## config.mk

```make
export PLATFORM = sky130hd
export DESIGN_NAME = lrm_queue
export DESIGN_NICKNAME = d
export VERILOG_FILES = /design/src/sv/lrm_pkg.sv /design/src/sv/lrm_queue.sv
export SDC_FILE = /design/constraint.sdc
export NUM_CORES = 1
export LEC_CHECK = 0
export ABC_AREA = 1
export BUFFER_PORTS_ARGS = -buffer_cell sky130_fd_sc_hd__buf_4
export CAP_MARGIN = 15
export CORE_ASPECT_RATIO = 0.5
export CORE_MARGIN = 2
export CORE_UTILIZATION = 42
export CTS_CLUSTER_SIZE = 30
export DETAILED_ROUTE_END_ITERATION = 6
export PLACE_DENSITY_LB_ADDON = 0.15
export SLEW_MARGIN = 10
export SYNTH_ARGS = -nofsm -noshare
export SYNTH_HDL_FRONTEND = slang
export SYNTH_SLANG_ARGS = --single-unit
export TNS_END_PERCENT = 10
```

## constraint.sdc

```tcl
create_clock -name i_clk -period 4.67 [get_ports i_clk]
set_input_delay 0.934 -clock i_clk [delete_from_list [all_inputs] [get_ports i_clk]]
set_output_delay 0.934 -clock i_clk [all_outputs]
set_load 0.05 [all_outputs]
```

## src/sv/lrm_pkg.sv

```systemverilog
package lrm_pkg;

    localparam int MaxPixelsDef = 65536;
    localparam int MaxDimDef    = 1024;
    localparam int MaxWindowDef = 9;

    localparam int CfgIdxW  = 2;
    localparam int CfgDataW = 11;

    // Configuration register indexes.
    localparam logic [CfgIdxW-1:0] CFG_WIDTH  = 2'd0;
    localparam logic [CfgIdxW-1:0] CFG_HEIGHT = 2'd1;
    localparam logic [CfgIdxW-1:0] CFG_WINDOW = 2'd2;

    // Command codes.
    localparam logic CMD_LOAD  = 1'b0;
    localparam logic CMD_QUERY = 1'b1;

    // Status codes.
    localparam logic [1:0] ST_OK     = 2'd0;
    localparam logic [1:0] ST_COORD  = 2'd1;
    localparam logic [1:0] ST_SIZE   = 2'd2;

    typedef struct packed {
        logic       cmd;
        logic [9:0] pos_x;
        logic [9:0] pos_y;
        logic [7:0] in_red;
        logic [7:0] in_green;
        logic [7:0] in_blue;
    } t_in_item;

    typedef struct packed {
        logic [7:0] out_red;
        logic [7:0] out_green;
        logic [7:0] out_blue;
        logic [1:0] status;
    } t_out_item;

    // Classified item handed from the front part to the back part.
    typedef struct packed {
        logic        is_query;
        logic [1:0]  status;
        logic [19:0] addr;
        logic [23:0] pixel;
        logic [9:0]  start_x;
        logic [9:0]  start_y;
    } t_job;

    // Luma of one pixel: the sum of the channels divided by three.
    function automatic logic [7:0] luma_of(input logic [23:0] p);
        logic [9:0]  sum;
        logic [19:0] prod;
        begin
            sum  = 10'(p[23:16]) + 10'(p[15:8]) + 10'(p[7:0]);
            // Reciprocal multiply, exact for sums up to 765.
            prod = 20'(sum) * 20'd683;
            luma_of = prod[18:11];
        end
    endfunction

endpackage

```

## src/sv/lrm_queue.sv

```systemverilog
module lrm_queue
    import lrm_pkg::*;
(
    input  logic  i_clk,
    input  logic  i_rst_n,
    input  logic  i_push,
    input  t_job  i_job,
    input  logic  i_pop,
    output logic  o_valid,
    output t_job  o_job
);

    // Two-entry queue between the front and back parts.
    t_job       r_mem [2];
    logic       r_wp;
    logic       r_rp;
    logic [1:0] r_cnt;

    always_ff @(posedge i_clk) begin
        if (!i_rst_n) begin
            r_wp  <= 1'b0;
            r_rp  <= 1'b0;
            r_cnt <= 2'd0;
        end else begin
            if (i_push) begin
                r_wp <= ~r_wp;
            end
            if (i_pop) begin
                r_rp <= ~r_rp;
            end
            r_cnt <= r_cnt + 2'(i_push) - 2'(i_pop);
        end
        if (i_push) begin
            r_mem[r_wp] <= i_job;
        end
    end

    assign o_valid = (r_cnt != 2'd0);
    assign o_job   = r_mem[r_rp];

endmodule

```

; Yosys cells after proc, flatten, opt, wreduce, memory -nomap -nowiden
; Memory sizes are Yosys's and may differ from the RTL's. A register that Yosys moved wholly into a read port is not among the register bits.
; Cells that the tools add are included.
[word_totals]
ff_bits = 4
mem_bits_rw = 134
input_bits = 71
out_inout_bits = 68
word_cells = 13
mem_count = 1
[mem_list]
columns = name, words, width, read_ports, rd_clocked_by_memory_dff, wr, line_no
row1 = r_mem, 2, 67, 1, 1, 1, lrm_queue.sv:14  ; t_job r_mem [2];
[classes]
n_addsub = 2
mux = 4
n_bitwise = 2
n_reduce_logical = 1
[ops]
columns = op, count
row1 = $mux 1, 4
row2 = $add 2x1->2, 1
row3 = $not 1->1, 2
row4 = $reduce_bool 2->1, 1
row5 = $sub 2x1->2, 1

; Longest topological paths before layout
; Gate-level depths: netlist of the first run.
[logic_depth]
depth_word = 3
mapped_depth = 9
mapped_depth_nobuf = 9

; Worst setup path after synthesis of the first run
; Ideal clock, no wire load.
[synth_path]
path_kind = input -> register
start = input port i_push
end = memory r_mem[0][0] (netlist bit) (enable)
setup_time_ns = 0.494
t_arrival_ns = 3.783
required_ns = 4.176
path_slack_ns = 0.393
path_stages = 2
path_buffers = 0
path_cell_list = inv_1 nor2_1
[synth_between]
elab_chain_cells = 2
[synth_lines]
columns = element, line_no
row1 = from (decl), lrm_queue.sv:6  ; input logic i_push,
row2 = $mux 1, lrm_queue.sv:33  ; if (i_push) begin
row3 = $mux 1 (not written as such), lrm_queue.sv:34  ; r_mem[r_wp] <= i_job;
row4 = to (decl), lrm_queue.sv:14
; Every way passes these cells.

==> run_results.csv, run 1 <==
group,metric,value,unit
yosys,synth.top_cells.by_area,"edfxtp_1, mux2_4, mux2_2, dfxtp_1, nand2_1",
status,run_status,"completed",
routing,finalWirelength,9.11,mm
yosys,synth_cells,240,
final_layout,antenna_cells,0,
global_route,grt_start_max_net_pins,68,
global_route,grt_antenna_before_repair,0,
global_route,grt_pass1_wl,13.6,mm
timing,rsz0062_at_grt,"false",
yosys,synth_nets,313,
clock_tree,tritoncts,"done",
routing,dr.first_iter.drc_count,96,
placed_design,place_hpwl,5.90,mm
worst_setup_path,worstReg2RegStart,"r_wp$_SDFFE_PN0P_",
min_path,worst_hold_path_type,"flop to flop",
routing,vias,2582,
worst_setup_path,data_required_critical_path,3.74,ns
worst_setup_path,sort_of_element_at_the_end_of_the_critical_path,"output port",
worst_setup_path,worstSetupEndpoint,"o_job[3]",
yosys,synth-async-reset-ratio,0,%
clock_tree,max-clock-path-buffers,2,
pwr,vdd_ir_drop_max,0.264,mV
timing,final-max-slew-violation-count,0,
yosys,post_synth_most_frequent_cells,"edfxtp_1, mux2_2, mux2_4",
pwr,power-per-cell-area,458,nW/µm²
worst_setup_path,timing.critical_path.fanout_max,67,
clock_tree,cts_made_buffers,17,
clock_tree,cts.hold.buffers_added,0,
worst_setup_path,worst-r2r-setup-slack,2.61,ns
routing,vias_per_cell,4.52,
worst_setup_path,r2r_cells,3,
job,maxCapViolCount,0,
global_route,first_global_vias,2679,
timing,worst_slew_pin_slew,1.09,ns
timing,layout_min_cycle_time,3.07,ns
routing,detail_route.drc_violations,0,
yosys,synth.distinct_cells,13,
timing,maxSlewHeadroom,27.2,%
die,rows,28,
timing,final_count_of_hold_timing_violations,0,
die,die_footprint,13300,µm²
timing,report.final.setup_viol,0,
clock_tree,post_cts_buffers,0,
routing,drt_pass1_iterations,4,
clock_tree,post_cts_resized,0,
final_layout,drive_above_1_share,59.4,%
yosys,yosys.area.top_type,"edfxtp_1",
placed_design,port_buffers,138,
clock_tree,cts_num_sinks,139,
pwr,leakage,2.70,nW
yosys,most_common_flop_cell_mapped_by_yosys,"edfxtp_1",
yosys,synth_enable_flop_cells,134,
worst_setup_path,r2r_end,"r_mem[1][49]$_DFFE_PP_",
timing,setup_total_negative_slack,0,ns
yosys,syn_avg_cell_area,21.5,µm²
worst_setup_path,setup.worst_path.class,"flop to output port",
worst_setup_path,cp-start-kind,"flop",
yosys,post-synth-top-area-fraction,77.9,%
die,die-width,161,µm
global_route,globalRouteOverflowTotal,0,
yosys,synth_area,5170,µm²
clock_tree,h-tree-depth,4,
die,num_io_pins,139,
yosys,ys.warnings.count,0,
yosys,synth-seq-area-share,79.8,%
final_layout,fill_cells,928,
clock_tree,path_clk_slew,0.06,ns
timing,clock_skew,0.0105,ns
final_layout,final_design_area_no_fill,6950,µm²
final_layout,layout.nets,466,
timing,min_period_over_period,65.7,%
clock_tree,worst_skew_pair.late_latency,0.41,ns
yosys,synth.ff_latch_count,139,
die,core_area,11900,µm²
final_layout,area_delta_synth_final,34.4,%
yosys,synthMostInstantiatedCell,"edfxtp_1",
placed_design,globalplace.congestion,0.767,
worst_setup_path,cp.arrival,2.14,ns
die,starting_density,43.4,%
routing,drt.antenna.violating_nets,0,
clock_tree,ctsRootBufferMaster,"clkbuf_16",
timing,max_clock_freq,0.326,GHz
routing,route.detailed.wl_per_inst,16.0,µm
die,die_h,82.4,µm
placed_design,placed_area,6390,µm²
global_route,grt.total_usage,14.2,%
pwr,totalPowerFinal,3.18,mW
worst max-delay path, stage by stage (launching register included):
cell and delay (ns):
dfxtp_4 1.04, mux2_2 0.44, buf_4 0.19
placed cells by master (no fill, tap or decap), drive strengths merged:
cell type  synthesis  layout
bufinv             0       1
buf                7     141
nand2              9       9
nor2               7       7
clkbuf             0      21
a21oi              1       1
clkinv             0       6
inv                7       7
ha                 2       2
edfxtp           134     134
dfxtp              5       5
mux2              67      67
nand3              1       1
clkinvlp           0       4
registers in the layout, indices dropped and copies added, names as in the netlist, named ones only:
signal and count:
r_mem 134, r_rp 1, r_cnt 2, r_wp 1
stage by stage:
| step | util, % | instances | worst slack [ns] | hold slack, ns |
|---|---|---|---|---|
| CTS | 58.3 | 571 | 1.54 | 0.509 |
| global route | 58.3 | 571 | 1.48 | 0.547 |
| global placement | 53.6 | 539 | 1.93 | 0.479 |
| detailed placement | 53.6 | 539 | 1.83 | 0.493 |
| finish | 58.3 | 571 | 1.60 | 0.501 |
| floorplan | - | 240 | 0.393 | 0.463 |
kinds of logic (layout without fill, tap and decap cells):
kind of cell / Yosys count / count (layout) / share of synthesized area [%]
buffers and inverters: 14 / 180 / 1.60
multiplexers: 67 / 67 / 16.8
flip-flops: 139 / 139 / 79.8
AND/OR/NAND/NOR: 17 / 17 / 1.26
adder cells (fa/ha/maj): 2 / 2 / 0.484
AO/OA/AOI/OAI: 1 / 1 / 0.0967
cell type report:
class / count / area, µm² / share of cell area [%]
repair buffers: 141 / 1060 / 15.2
flip-flops and latches: 139 / 4130 / 59.4
inverters: 7 / 26.3 / 0.378
clock inverters: 11 / 97.6 / 1.40
multi-input cells: 87 / 970 / 14.0
well taps: 165 / 206 / 2.97
clock buffers: 21 / 460 / 6.63
metal layers:
layer	share of wire, %	GRT usage, %
met4	1.5	7.77
met5	0	0
met2	50	24.0
met1	42	16.5
met3	6.1	4.70
how the worst min path moves through the flow:
stage	start	to	slack [ns]	cells past startpoint
detailed placement	r_rp$_SDFFE_PN0P_	r_rp$_SDFFE_PN0P_	0.49	2
floorplan	r_rp$_SDFFE_PN0P_	flop	0.46	2
global placement	r_rp$_SDFFE_PN0P_	r_rp$_SDFFE_PN0P_	0.48	2
finish	r_rp$_SDFFE_PN0P_	r_rp$_SDFFE_PN0P_	0.50	2
global route	r_rp$_SDFFE_PN0P_	r_rp$_SDFFE_PN0P_	0.55	2
CTS	r_rp$_SDFFE_PN0P_	r_rp$_SDFFE_PN0P_	0.51	2
power breakdown:
| group | switching [mW] | internal, mW |
|---|---|---|
| Clock | 0.483 | 0.757 |
| Combinational | 0.287 | 0.179 |
| Sequential | 0.0351 | 1.44 |
Power figures use the tool's default switching activity.
==> inputs of run 2 (changes only) <==
Clock period 4.67 ns to 3.2 ns, I/O delays scaled along.
==> run 2 against run 1 <==
  * Core utilization up 0.80 points
  * Die area unchanged
  * Hold slack got worse by 0.081 ns
  * Global-route usage down 0.59 points
  * Largest cell class unchanged
==> run_results.csv, run 2 (same netlist as run 1, synthesis figures left out) <==
group,metric,value,unit
clock_tree,ctsRootBufferMaster,"clkbuf_16",
clock_tree,cts.hold.buffers_added,0,
global_route,grt_pass1_wl,13.1,mm
worst_setup_path,timing.critical_path.fanout_max,34,
job,maxCapViolCount,0,
final_layout,drive_above_1_share,59.6,%
worst_setup_path,cp.arrival,1.99,ns
clock_tree,cts_num_sinks,139,
clock_tree,cts_made_buffers,17,
clock_tree,max-clock-path-buffers,2,
routing,detail_route.drc_violations,0,
timing,report.final.setup_viol,0,
final_layout,layout.nets,468,
die,die_footprint,13300,µm²
die,core_area,11900,µm²
timing,rsz0062_at_grt,"false",
clock_tree,post_cts_resized,0,
timing,max_clock_freq,0.381,GHz
final_layout,area_delta_synth_final,36.2,%
timing,final-max-slew-violation-count,0,
routing,drt_pass1_iterations,4,
routing,route.detailed.wl_per_inst,15.5,µm
placed_design,place_hpwl,5.98,mm
worst_setup_path,data_required_critical_path,2.56,ns
clock_tree,tritoncts,"done",
timing,worst_slew_pin_slew,0.617,ns
pwr,power-per-cell-area,681,nW/µm²
die,starting_density,43.4,%
timing,min_period_over_period,82.1,%
worst_setup_path,setup.worst_path.class,"flop to output port",
global_route,first_global_vias,2739,
final_layout,biggestRegsByFlops,"r_mem x134, r_cnt x2",
timing,final_count_of_hold_timing_violations,0,
clock_tree,worst_skew_pair.late_latency,0.40,ns
global_route,grt_start_max_net_pins,35,
clock_tree,path_clk_slew,0.06,ns
timing,clock_skew,0.00509,ns
timing,maxSlewHeadroom,58.8,%
global_route,grt_antenna_before_repair,0,
placed_design,pre_cts_slack,0.962,ns
final_layout,fill_cells,946,
final_layout,layout_commonest_cell,"buf_4",
die,die_h,82.4,µm
placed_design,globalplace.congestion,0.676,
routing,drt.antenna.violating_nets,0,
min_path,worst_hold_path_type,"input pin to flop",
timing,setup_ws,0.573,ns
final_layout,layout.cells.most_common_list,"buf_4, edfxtp_1, mux2_2",
pwr,leakage,2.73,nW
final_layout,antenna_cells,0,
die,die-width,161,µm
final_layout,area.sequential,4130,µm²
clock_tree,h-tree-depth,4,
worst_setup_path,cp-start-kind,"flop",
global_route,grt.total_usage,13.6,%
timing,layout_min_cycle_time,2.63,ns
final_layout,top_register,"r_mem",
die,num_io_pins,139,
pwr,vdd_ir_drop_max,0.388,mV
global_route,globalRouteOverflowTotal,0,
routing,finalWirelength,8.91,mm
placed_design,port_buffers,138,
timing,setup_total_negative_slack,0,ns
clock_tree,post_cts_buffers,0,
die,rows,28,
routing,vias_per_cell,4.52,
final_layout,largest_register_ff_count,134,
worst_setup_path,sort_of_element_at_the_end_of_the_critical_path,"output port",
routing,vias,2590,
routing,dr.first_iter.drc_count,105,
final_layout,multi_input_gate_area_in_the_final_layout,970,µm²
status,run_status,"completed",
==> run 2: cell count changes in the layout (fill, tap and decap cells not counted) <==
cell	previous run	this run
buf_12	0	3
buf_4	141	140
bufinv_16	1	3
clkbuf_8	2	0
clkinv_2	4	1
clkinv_4	2	1
clkinvlp_4	4	5
inv_6	0	3
==> run 2: metrics by stage <==
stage | utilization, % | std cells | hold slack (ns) | cell area [µm²] | total power, mW
after floorplan | - | 240 | 0.463 | 5170 | 2.65
after global placement | 54.1 | 541 | 0.476 | 6440 | 2.87
after detailed placement | 54.1 | 541 | 0.500 | 6440 | 2.89
after CTS | 59.1 | 573 | 0.396 | 7040 | 4.86
after global routing | 59.1 | 573 | 0.396 | 7040 | 4.97
final | 59.1 | 573 | 0.420 | 7040 | 4.80
==> run 2: final cells by class <==
type / count / share of cell area, %
clock inverter: 13 / 2.38
sequential: 139 / 58.6
multi-input combinational: 87 / 13.8
timing repair buffer: 143 / 15.8
tap: 165 / 2.93
clock buffer: 19 / 6.15
inverter: 7 / 0.373
==> run 2: final timing paths <==
check / from / to / slack [ns] / cells past startpoint
worst min register to register: r_rp$_SDFFE_PN0P_ / r_rp$_SDFFE_PN0P_ / 0.51 / 2
worst max register to register: r_wp$_SDFFE_PN0P_ / r_mem[1][55]$_DFFE_PP_ / 1.55 / 3
worst max-delay path: flop / o_job[7] / 0.57 / 3
worst min-delay path: i_job[42] / r_mem[1][42]$_DFFE_PP_ / 0.42 / 1
==> run 2: where the power goes <==
| group | switching, mW | internal, mW |
|---|---|---|
| logic | 0.434 | 0.267 |
| registers | 0.0363 | 2.11 |
| clock network | 0.721 | 1.23 |
| total | 1.19 | 3.61 |
==> run 2: critical path, stage by stage (launching register included) <==
cell and delay, ns:
dfxtp_4 0.68, buf_12 0.31, mux2_2 0.38, buf_4 0.19
==> run 2: metal layers <==
layer  global-route usage (%)  vias to the layer above  part of all wire (%)
met5                        0                        -                     0
met4                     6.70                        0                  0.79
met3                     5.84                        6                   7.2
met2                     24.4                       78                    54
met1                     14.1                     1268                    38
li1                         -                     1238                     -
