File: src/sv/lrm_pkg.sv
package lrm_pkg;

    localparam int MaxPixelsDef = 65536;
    localparam int MaxDimDef    = 1024;
    localparam int MaxWindowDef = 9;

    localparam int CfgIdxW  = 2;
    localparam int CfgDataW = 11;

    // Configuration register indexes.
    localparam logic [CfgIdxW-1:0] CFG_WIDTH  = 2'd0;
    localparam logic [CfgIdxW-1:0] CFG_HEIGHT = 2'd1;
    localparam logic [CfgIdxW-1:0] CFG_WINDOW = 2'd2;

    // Command codes.
    localparam logic CMD_LOAD  = 1'b0;
    localparam logic CMD_QUERY = 1'b1;

    // Status codes.
    localparam logic [1:0] ST_OK     = 2'd0;
    localparam logic [1:0] ST_COORD  = 2'd1;
    localparam logic [1:0] ST_SIZE   = 2'd2;

    typedef struct packed {
        logic       cmd;
        logic [9:0] pos_x;
        logic [9:0] pos_y;
        logic [7:0] in_red;
        logic [7:0] in_green;
        logic [7:0] in_blue;
    } t_in_item;

    typedef struct packed {
        logic [7:0] out_red;
        logic [7:0] out_green;
        logic [7:0] out_blue;
        logic [1:0] status;
    } t_out_item;

    // Classified item handed from the front part to the back part.
    typedef struct packed {
        logic        is_query;
        logic [1:0]  status;
        logic [19:0] addr;
        logic [23:0] pixel;
        logic [9:0]  start_x;
        logic [9:0]  start_y;
    } t_job;

    // Luma of one pixel: the sum of the channels divided by three.
    function automatic logic [7:0] luma_of(input logic [23:0] p);
        logic [9:0]  sum;
        logic [19:0] prod;
        begin
            sum  = 10'(p[23:16]) + 10'(p[15:8]) + 10'(p[7:0]);
            // Reciprocal multiply, exact for sums up to 765.
            prod = 20'(sum) * 20'd683;
            luma_of = prod[18:11];
        end
    endfunction

endpackage

File: src/sv/lrm_front.sv
module lrm_front
    import lrm_pkg::*;
#(
    parameter int MAX_PIXELS = MaxPixelsDef,
    parameter int MAX_DIM    = MaxDimDef,
    parameter int MAX_WINDOW = MaxWindowDef
) (
    input  logic         i_clk,
    input  logic         i_rst_n,
    input  logic         i_take,
    input  t_in_item     i_item,
    input  logic [10:0]  i_width,
    input  logic [10:0]  i_height,
    input  logic [3:0]   i_window,
    output logic         o_valid,
    output t_job         o_job
);

    logic        r_valid;
    t_job        r_job;
    logic        frame_ok;
    logic        window_ok;
    logic [21:0] area;
    logic [2:0]  half;
    logic [10:0] sx_pre;
    logic [10:0] sy_pre;
    logic [10:0] sx;
    logic [10:0] sy;
    logic [20:0] addr;
    t_job        n_job;

    assign area = 22'(i_width) * 22'(i_height);
    assign frame_ok = (i_width >= 11'd1) && (32'(i_width) <= MAX_DIM)
                   && (i_height >= 11'd1) && (32'(i_height) <= MAX_DIM)
                   && (32'(area) <= MAX_PIXELS);
    assign window_ok = i_window[0] && (32'(i_window) <= MAX_WINDOW)
                    && (11'(i_window) <= i_width) && (11'(i_window) <= i_height);

    // Window start: half a window back, then pulled inside the frame.
    assign half   = i_window[3:1];
    assign sx_pre = (i_item.pos_x > 10'(half)) ? 11'(i_item.pos_x - 10'(half)) : 11'd0;
    assign sy_pre = (i_item.pos_y > 10'(half)) ? 11'(i_item.pos_y - 10'(half)) : 11'd0;
    assign sx = (sx_pre + 11'(i_window) > i_width)  ? i_width  - 11'(i_window) : sx_pre;
    assign sy = (sy_pre + 11'(i_window) > i_height) ? i_height - 11'(i_window) : sy_pre;
    assign addr = 21'(i_item.pos_y) * 21'(i_width) + 21'(i_item.pos_x);

    // Classify the item.
    always_comb begin
        n_job          = '0;
        n_job.is_query = (i_item.cmd == CMD_QUERY);
        n_job.pixel    = {i_item.in_red, i_item.in_green, i_item.in_blue};
        n_job.addr     = addr[19:0];
        n_job.start_x  = sx[9:0];
        n_job.start_y  = sy[9:0];
        if (!frame_ok || (n_job.is_query && !window_ok)) begin
            n_job.status = ST_SIZE;
        end else if (11'(i_item.pos_x) >= i_width || 11'(i_item.pos_y) >= i_height) begin
            n_job.status = ST_COORD;
        end else begin
            n_job.status = ST_OK;
        end
    end

    always_ff @(posedge i_clk) begin
        if (!i_rst_n) begin
            r_valid <= 1'b0;
        end else begin
            r_valid <= i_take;
        end
        if (i_take) begin
            r_job <= n_job;
        end
    end

    assign o_valid = r_valid;
    assign o_job   = r_job;

endmodule

File: config.mk
export PLATFORM = sky130hd
export DESIGN_NAME = lrm_front
export DESIGN_NICKNAME = d
export VERILOG_FILES = /design/src/sv/lrm_pkg.sv /design/src/sv/lrm_front.sv
export SDC_FILE = /design/constraint.sdc
export NUM_CORES = 1
export LEC_CHECK = 0
export ABC_CLOCK_PERIOD_IN_PS = 7250
export BUFFER_PORTS_ARGS = -buffer_cell sky130_fd_sc_hd__buf_4
export CAP_MARGIN = 10
export CORE_UTILIZATION = 39
export CTS_CLUSTER_SIZE = 24
export DETAILED_ROUTE_END_ITERATION = 10
export SYNTH_ARGS = -nofsm -noshare
export SYNTH_HDL_FRONTEND = slang
export SYNTH_SLANG_ARGS = --single-unit
File: constraint.sdc
create_clock -name i_clk -period 7.25 [get_ports i_clk]
set_input_delay 0 -clock i_clk [delete_from_list [all_inputs] [get_ports i_clk]]
set_output_delay 0 -clock i_clk [all_outputs]
set_load 0.05 [all_outputs]
# After elaboration in Yosys (flattened, before gate mapping)
# Cells that the tools add are included.
# totals
regBits	68
in_bits	74
out_inout_bits	68
word_cells	47
# classes
addsub	7
mul	2
magnitude_cmp	14
n_mux	5
reduce_logical	12
# op_table
op	n
adder 11 x 4 -> 11 bit	2
>= comparator 10 x 11 -> 1 bit	2
>= comparator 11 x 1 -> 1 bit, second input constant	2
> comparator 11 bit	2
less-or-equal comparator 11 bit, second input constant	2
less-or-equal comparator 22 x 17 -> 1 bit, second input constant	1
less-or-equal comparator 4 x 11 -> 1 bit	2
multiplier 11 x 11 -> 22 bit	1
2-to-1 mux 11 bit	2
subtractor 10 x 3 -> 11 bit	2
adder 20 x 10 -> 20 bit	1
> comparator 10 x 3 -> 1 bit	2
multiplier 10 x 11 -> 20 bit	1
2-to-1 mux 10 bit	2
subtractor 10 x 4 -> 10 bit	2
logical AND 1 bit	8
less-or-equal comparator 4 bit, second input constant	1
zero test 1 bit	2
logical OR 1 bit	2
2-to-1 mux 1 bit	1

# Depth between registers and ports, before layout
# Gate-level depths: netlist (run 1).
# logic_depth
depth_word	7
depth_mapped	25
depth_no_buf	24

# Worst setup path before layout (run 1)
# OpenSTA, ideal clock, no wires.
# synth_path
path_kind	input -> register
start	input port i_width[4]
end	register r_job, in the netlist o_job[64], data pin
setup_time_ns	0.152
arrival_time_ns	5.341
t_required_ns	7.098
setup_slack_ns	1.758
stages	22
n_path_buf	3
path_cell_list	clkbuf_1 -> clkbuf_1 -> buf_1 -> nand2_1 -> fa_1 -> fa_1 -> inv_1 -> ha_1 -> inv_1 -> fa_1 -> fa_1 -> inv_1 -> ha_1 -> o21a_1 -> o21a_1 -> o22a_1 -> a221o_1 -> a211oi_2 -> xnor2_1 -> a2111oi_2 -> nand4_1 -> a31oi_1
# synth_between
elab_chain_len	7
word_cells_on_any_way	18
cone_classes	1 x mul; 5 x order compare; 1 x mux; 11 x reduce/logical
# synth_rtl
item	line_no	text
start, declared	lrm_front.sv:12	input logic [10:0] i_width,
branches (longest 7 deep; another with multiplier 11 x 11 -> 22 bit)	--	
end signal, assigned	lrm_front.sv:71	r_job <= n_job;
end, declared	lrm_front.sv:20	t_job r_job;
# Parallel ways; which one is timed is not known.
# A chain may end at the register's enable or synchronous reset.

==> summary.txt, run 1 <==
Clock network
  – Clock-pin slew on the worst setup and hold paths: approximately 60 ps
  – Cts repair resizes: 0
  – Longest Clk Path Bufs: 2
  – Number of clock buffers inserted by TritonCTS: 9
  – Clock tree from TritonCTS: yes
  – Root Buffer Master: sky130_fd_sc_hd__clkbuf_16
  – CTS H-tree lvls: 3
  – TritonCTS sink count: slightly below 70

STA
  – Total count of max-transition violations in the final report: 0
  – Number of hold-slack violations in the final timing report: 0
  – Minimum clock period: ~5500 ps
  – Worst hold margin: 192 ps
  – Fmax: 182 MHz
  – Setup tns final: 0 ps
  – Transition at the pin with the smallest max-transition slack: 1060 ps
  – Setup repair after global routing missed its margin: no
  – Max-Slew Margin vs Limit: around 29%
  – Setup violations, final: 0
  – Final cycle utilization of the critical path: ~76%

Yosys
  – Main combinational cell family by area after synthesis: adder cells
  – Count of flip-flops with a built-in enable after synthesis: 67
  – Area fraction in and, or, nand and nor cells after synthesis: 15.0%
  – XOR/XNOR Fraction of Synth Area: 5.32%
  – Main flop type after synthesis: sky130_fd_sc_hd__edfxtp_1
  – Async SR Flop Fraction: 0%
  – Area contributors post-synth: sky130_fd_sc_hd__fa_1 26%, sky130_fd_sc_hd__ha_1 19%, sky130_fd_sc_hd__edfxtp_1 16%
  – Adder and majority gate portion of the synthesized area: 45.3%
  – Multiplexer fraction of the synthesized cell area: around 1.9%
  – Top cell type's share of synthesized area: 26.4%
  – Cell type contributing the most total cell area after synthesis: sky130_fd_sc_hd__fa_1
  – Post-Synthesis Cells: about 1400
  – Number of distinct library cells after synthesis: between 50 and 60
  – Average size of a mapped cell: roughly 9.3 sq um
  – Total nets after synthesis: 1778
  – Proportion of synthesized chip area in sequential cells: 16.2%
  – Mapped cell area: 0.0125 sq mm
  – Yosys warning count: 0
  – Synth Area in Compound Gates: 8.33%
  – Seq cells post-synth: about 70

Job
  – Max cap viols: 0

Pwr
  – Power per unit of standard cell area: 313 mW/mm^2
  – IR Drop Worst-Case VDD: between 200 and 250 uV
  – Leak pwr: 7.03 nW

Routing
  – Length of the first detailed-routing pass in iterations: 5
  – Final routed wirelength across all metal layers: 33300 um
  – Initial drt markers: 534
  – Routed wire per std cell: 17.6 um
  – Post-DR vias/cell: around 5.3
  – Number of antenna-violating nets in the routed design: 0
  – Overall via count from detail_route: 9966
  – Number of design rule violations left after detail routing: 0

Floorplan
  – Overall die area: 0.0328 sq mm
  – Core area: 0.0316 sq mm
  – Initial Utilization: 39.7%
  – Chip Height: 181 um
  – Standard-cell row count: 65
  – Horizontal die dimension: 181 um
  – Number of top-level design ports: between 100 and 150

Run status
  – Status: finished clean

Final layout
  – Share of layout cells above drive strength 1: about 12%
  – Area delta synth->final: 15.9%
  – Diodes inserted: 0
  – Number of inserted filler cells in the final layout: 3050
  – Post-route cell area: 0.0145 sq mm
  – Net total in the final layout: 1915
  – Total area of sequential cells: 0.00203 sq mm
  – Multi-input combinational cell area: roughly 0.0095 sq mm

Placed design
  – Standard cell area after detailed placement: 0.0139 sq mm
  – GP Congestion: 0.888
  – Count of buffers inserted at the top-level ports: approximately 140
  – Half-perimeter wire length after placement: 26200 um

Hold path
  – Startpoint of the lowest-slack hold path: i_item[43]
  – Path type of the worst min-delay path: in -> reg
  – Worst Hold Endpoint: o_job[19]
  – Number of cells traversed by the worst hold path: 3

Critical path
  – Critical setup path kind: in -> reg
  – Required time at the worst-slack endpoint: 7350 ps
  – CP Launch Type: primary input
  – Endpoint type of the worst setup path: register
  – Crit path DAT: between 5000 and 6000 ps
  – Critical path peak fanout: 11

GRT
  – Global-route wire length before repair: 53900 um
  – Number of global-route vias before repair: 10500
  – Pin count of the biggest net entering global routing: 69
  – Grt ovf: 0
  – Overall global routing resource usage: 21.0%
  – Initial antenna violation count: 0
## where the power goes
part | internal [mW] | switching, mW | total (mW)
registers | 0.600 | 0.0219 | 0.622
clock network | 0.268 | 0.194 | 0.462
logic | 1.45 | 2.00 | 3.45
## worst max path at each step
stage / from / endpoint / slack [ps]
CTS: i_item[34] / o_job[18] / 1790
detailed placement: i_width[1] / o_job[64] / 1520
finish: i_item[34] / o_job[18] / 1750
global route: i_item[34] / o_job[18] / 1280
global placement: i_window[2] / o_job[11] / 1540
floorplan: i_width[4] / o_job[64] / 1760
## stage by stage
stage          power [mW]  util, %  std cells  setup WS [ps]
6_report             4.54     46.0       1894           1750
5_1_grt              5.02     46.0       1894           1280
4_1_cts              4.58     46.0       1894           1790
3_5_place_dp         4.06     44.1       1851           1520
3_3_place_gp         4.03     44.1       1850           1540
2_1_floorplan        3.30        -       1350           1760
## layer usage
layer | track usage [%] | vias to the layer above | wire [um] | part of all wire, %
met4 | 7.15 | 0 | 858 | 2.6
li1 | - | 4672 | - | -
met3 | 3.69 | 55 | 1830 | 5.5
met1 | 26.4 | 4951 | 14300 | 43
met2 | 36.2 | 288 | 16300 | 49
met5 | 0 | - | 0 | 0
## Yosys cell counts, types with 17 or more instances
master,count
sky130_fd_sc_hd__xnor2_1,54
sky130_fd_sc_hd__fa_1,165
sky130_fd_sc_hd__nand2_1,169
sky130_fd_sc_hd__ha_1,189
sky130_fd_sc_hd__a21oi_1,47
sky130_fd_sc_hd__and2_1,43
sky130_fd_sc_hd__xor2_1,22
sky130_fd_sc_hd__a21o_1,20
sky130_fd_sc_hd__inv_1,212
sky130_fd_sc_hd__edfxtp_1,67
sky130_fd_sc_hd__nand2b_1,18
sky130_fd_sc_hd__nor2_1,94
sky130_fd_sc_hd__nor2b_1,17
sky130_fd_sc_hd__clkbuf_1,39
sky130_fd_sc_hd__o21ai_0,30
## state kept, by name, indices dropped and copies added, names as in the netlist
name	count
o_job	67
o_valid	1
## area by class of cell
class | instances | share of cell area, %
clock inverter | 7 | 0.526
clock buffer | 9 | 1.55
sequential | 68 | 14.0
timing repair buffer | 170 | 9.27
inverter | 219 | 5.67
tap | 402 | 3.47
multi-input combinational | 1019 | 65.5
## cells in the final DEF (no fill, tap or decap), types with 11 or more instances in the layout
cell type	instances
sky130_fd_sc_hd__and2_1	43
sky130_fd_sc_hd__ha_1	189
sky130_fd_sc_hd__edfxtp_1	67
sky130_fd_sc_hd__mux2_2	13
sky130_fd_sc_hd__dlygate4sd3_1	27
sky130_fd_sc_hd__buf_4	143
sky130_fd_sc_hd__xnor2_1	54
sky130_fd_sc_hd__nor2b_1	17
sky130_fd_sc_hd__nor3_1	15
sky130_fd_sc_hd__nor4_1	11
sky130_fd_sc_hd__xor2_1	22
sky130_fd_sc_hd__a21oi_1	47
sky130_fd_sc_hd__nor2_1	94
sky130_fd_sc_hd__nand2_1	169
sky130_fd_sc_hd__o21a_1	11
sky130_fd_sc_hd__inv_1	212
sky130_fd_sc_hd__a21o_1	20
sky130_fd_sc_hd__o21ai_0	30
sky130_fd_sc_hd__fa_1	165
sky130_fd_sc_hd__nand2b_1	18
## kinds of logic (layout without fill, tap and decap cells)
group	count (synthesis)	after routing
AND/OR/NAND/NOR	409	409
flip-flops	68	68
AO/OA/AOI/OAI	158	158
adder cells (fa/ha/maj)	354	354
multiplexers	22	22
XOR/XNOR	76	76
buffers and inverters	263	405
## critical path, stage by stage
cell and delay [ps]:
sky130_fd_sc_hd__dlygate4sd3_1 540, sky130_fd_sc_hd__buf_4 140, sky130_fd_sc_hd__inv_1 90, sky130_fd_sc_hd__ha_1 200, sky130_fd_sc_hd__nor2b_1 50, sky130_fd_sc_hd__o21ai_0 130, sky130_fd_sc_hd__nand2b_1 160, sky130_fd_sc_hd__a211oi_1 880
sky130_fd_sc_hd__nor2_1 220, sky130_fd_sc_hd__ha_1 350, sky130_fd_sc_hd__a21o_1 170, sky130_fd_sc_hd__a21oi_1 220, sky130_fd_sc_hd__inv_1 70, sky130_fd_sc_hd__a21oi_1 150, sky130_fd_sc_hd__nor2_1 80, sky130_fd_sc_hd__nand2_1 90
sky130_fd_sc_hd__nor2_1 50, sky130_fd_sc_hd__xnor2_1 140, sky130_fd_sc_hd__ha_1 300, sky130_fd_sc_hd__nand4_1 110, sky130_fd_sc_hd__o21ai_0 190, sky130_fd_sc_hd__a31oi_1 100, sky130_fd_sc_hd__a41oi_1 520, sky130_fd_sc_hd__buf_4 280
sky130_fd_sc_hd__mux2_2 340
## repair_timing
action / in CTS / in global routing
hold endpoints to repair: 27 / 0
hold buffers: 27 / 0
setup buffers: 0 / 0
(Power assumes the default switching activity.)
==> run 2, diff against run 1 <==
ABC_CLOCK_PERIOD_IN_PS = 5540   (was 7250)
clock period = 5.54 ns   (was 7.25 ns; I/O delays follow)
==> run 2 against run 1 <==
Against the previous run: sequential share of layout area shrank 0.22 points; global-route usage grew 0.65 points; highest routed layer unchanged; wire length grew 2.6%.
==> summary.txt, run 2 (synthesis gave the netlist of run 1 again) <==
GRT
  – Grt ovf: 0 (unchanged)
  – Global-route wire length before repair: 55000 um (+2.1%)
  – Pin count of the biggest net entering global routing: 64 (-7.2%)
  – Initial antenna violation count: 1 (+1)
  – Number of global-route vias before repair: 10200 (-3.3%)
  – Overall global routing resource usage: 21.6% (+0.65 points)

Critical path
  – Required time at the worst-slack endpoint: 5660 ps (-1690 ps)
  – Worst setup path startpoint: i_width[1]
  – Critical setup path kind: in -> reg
  – Crit path DAT: 5170 ps (-430 ps)
  – CP Launch Type: primary input
  – Endpoint type of the worst setup path: register
  – Critical path peak fanout: 16 (+5)

STA
  – Final cycle utilization of the critical path: 91.3%
  – Setup tns final: 0 ps (unchanged)
  – Minimum clock period: 5060 ps
  – Number of hold-slack violations in the final timing report: 0 (unchanged)
  – Setup repair after global routing missed its margin: no
  – Fmax: 198 MHz
  – Transition at the pin with the smallest max-transition slack: 822 ps (-238 ps)
  – Setup violations, final: 0 (unchanged)
  – Max-Slew Margin vs Limit: 45.2% (+16 points)
  – Total count of max-transition violations in the final report: 0 (unchanged)

Floorplan
  – Chip Height: 181 um (unchanged)
  – Overall die area: 0.0328 sq mm (unchanged)
  – Core area: 0.0316 sq mm (unchanged)
  – Horizontal die dimension: 181 um (unchanged)
  – Number of top-level design ports: 142 (unchanged)
  – Initial Utilization: 39.7% (unchanged)
  – Standard-cell row count: 65 (unchanged)

Final layout
  – Area delta synth->final: 17.7%
  – Most common library cell in the layout ignoring fill and taps: sky130_fd_sc_hd__inv_1
  – Share of layout cells above drive strength 1: 14.2% (+1.8 points)
  – Max reg flops: 67 (unchanged)
  – Top library cells by usage in the layout, fill and taps aside: 212 x sky130_fd_sc_hd__inv_1, 189 x sky130_fd_sc_hd__ha_1, 174 x sky130_fd_sc_hd__buf_4
  – Number of inserted filler cells in the final layout: 3065 (+0.49%)
  – Multi-input combinational cell area: 0.00950 sq mm (unchanged)
  – Fin cells: 1927 (+1.7%)
  – Total area of sequential cells: 0.00203 sq mm (unchanged)
  – Net total in the final layout: 1947 (+1.7%)

Routing
  – Number of design rule violations left after detail routing: 0 (unchanged)
  – Routed wire per std cell: 17.7 um (+0.84%)
  – Post-DR vias/cell: 5.13 (-2.5%)
  – Initial drt markers: 569 (+6.6%)
  – Overall via count from detail_route: 9889 (-0.77%)
  – Length of the first detailed-routing pass in iterations: 5 (unchanged)
  – Number of antenna-violating nets in the routed design: 0 (unchanged)
  – Final routed wirelength across all metal layers: 34100 um (+2.6%)

Hold path
  – Path type of the worst min-delay path: in -> reg
  – Startpoint of the lowest-slack hold path: i_height[4]

Run status
  – Status: finished clean

Placed design
  – Half-perimeter wire length after placement: 27900 um (+6.6%)
  – GP Congestion: 0.947 (+6.7%)
  – Cell Count Post-Placement: 1881 (+1.6%)
  – Count of buffers inserted at the top-level ports: 141 (unchanged)

Clock network
  – TritonCTS sink count: 68 (unchanged)
  – Hold buffer count at cts: 28 (+3.7%)
  – Longest Clk Path Bufs: 2 (unchanged)
  – Cts repair resizes: 0 (unchanged)
  – Number of clock buffers inserted by TritonCTS: 9 (unchanged)
  – Clock-pin slew on the worst setup and hold paths: 80 ps (+20 ps)
  – Clock tree from TritonCTS: yes
  – Root Buffer Master: sky130_fd_sc_hd__clkbuf_16
  – CTS H-tree lvls: 3 (unchanged)
  – Setup bufs post-CTS: 0 (unchanged)

Job
  – Max cap viols: 0 (unchanged)

Pwr
  – IR Drop Worst-Case VDD: 298 uV (+27%)
  – Power per unit of standard cell area: 403 mW/mm^2 (+29%)
  – Leak pwr: 7.17 nW (+2.0%)
==> run 2: metal layers <==
metal	vias to the layer above	wire, um	track usage (%)
li1	4746	-	-
met1	4825	14700	27.5
met2	261	16600	36.6
met3	57	1980	4.45
met4	0	862	7.05
met5	-	0	0
==> run 2: area by class of cell <==
type | count | share of cell area (%)
multi-input cells | 1019 | 64.5
flip-flops and latches | 68 | 13.8
repair buffers | 202 | 10.8
inverters | 219 | 5.58
well taps | 402 | 3.41
clock buffers | 9 | 1.53
clock inverters | 7 | 0.408
diodes | 1 | 0.0170
==> run 2: final timing paths <==
path	endpoint	slack, ps	cells after the start
min	o_job[4]	190	4
max	o_job[63]	480	19
==> run 2: metrics by stage <==
stage,hold slack [ps],worst slack (ps),power [mW],cell area [sq um],utilization (%)
2_1_floorplan,98.9,47.6,4.32,12500,-
3_3_place_gp,178,201,5.31,14200,44.9
3_5_place_dp,179,68.1,5.36,14200,44.9
4_1_cts,171,237,6.02,14700,46.6
5_1_grt,201,119,6.59,14700,46.7
6_report,186,482,5.94,14700,46.7
==> run 2: critical path, cell delays in order <==
cell and delay [ps]:
sky130_fd_sc_hd__buf_4 190, sky130_fd_sc_hd__and2_1 180, sky130_fd_sc_hd__fa_1 450, sky130_fd_sc_hd__fa_1 550, sky130_fd_sc_hd__inv_1 50, sky130_fd_sc_hd__fa_1 470, sky130_fd_sc_hd__inv_1 60, sky130_fd_sc_hd__fa_1 500
sky130_fd_sc_hd__fa_1 490, sky130_fd_sc_hd__ha_1 370, sky130_fd_sc_hd__a2111oi_0 390, sky130_fd_sc_hd__o211ai_1 190, sky130_fd_sc_hd__nand3_1 160, sky130_fd_sc_hd__o22ai_1 130, sky130_fd_sc_hd__nor4_1 340, sky130_fd_sc_hd__nor2_1 130
sky130_fd_sc_hd__a211o_1 280, sky130_fd_sc_hd__a21oi_1 170, sky130_fd_sc_hd__xnor2_1 80
==> run 2: report_power, final <==
group          switching, mW  total [mW]  leakage (nW)  internal, mW
clock                  0.272       0.583         0.131         0.311
combinational           2.63        4.55          6.38          1.92
sequential            0.0300       0.815         0.664         0.785
total                   2.93        5.94          7.17          3.01
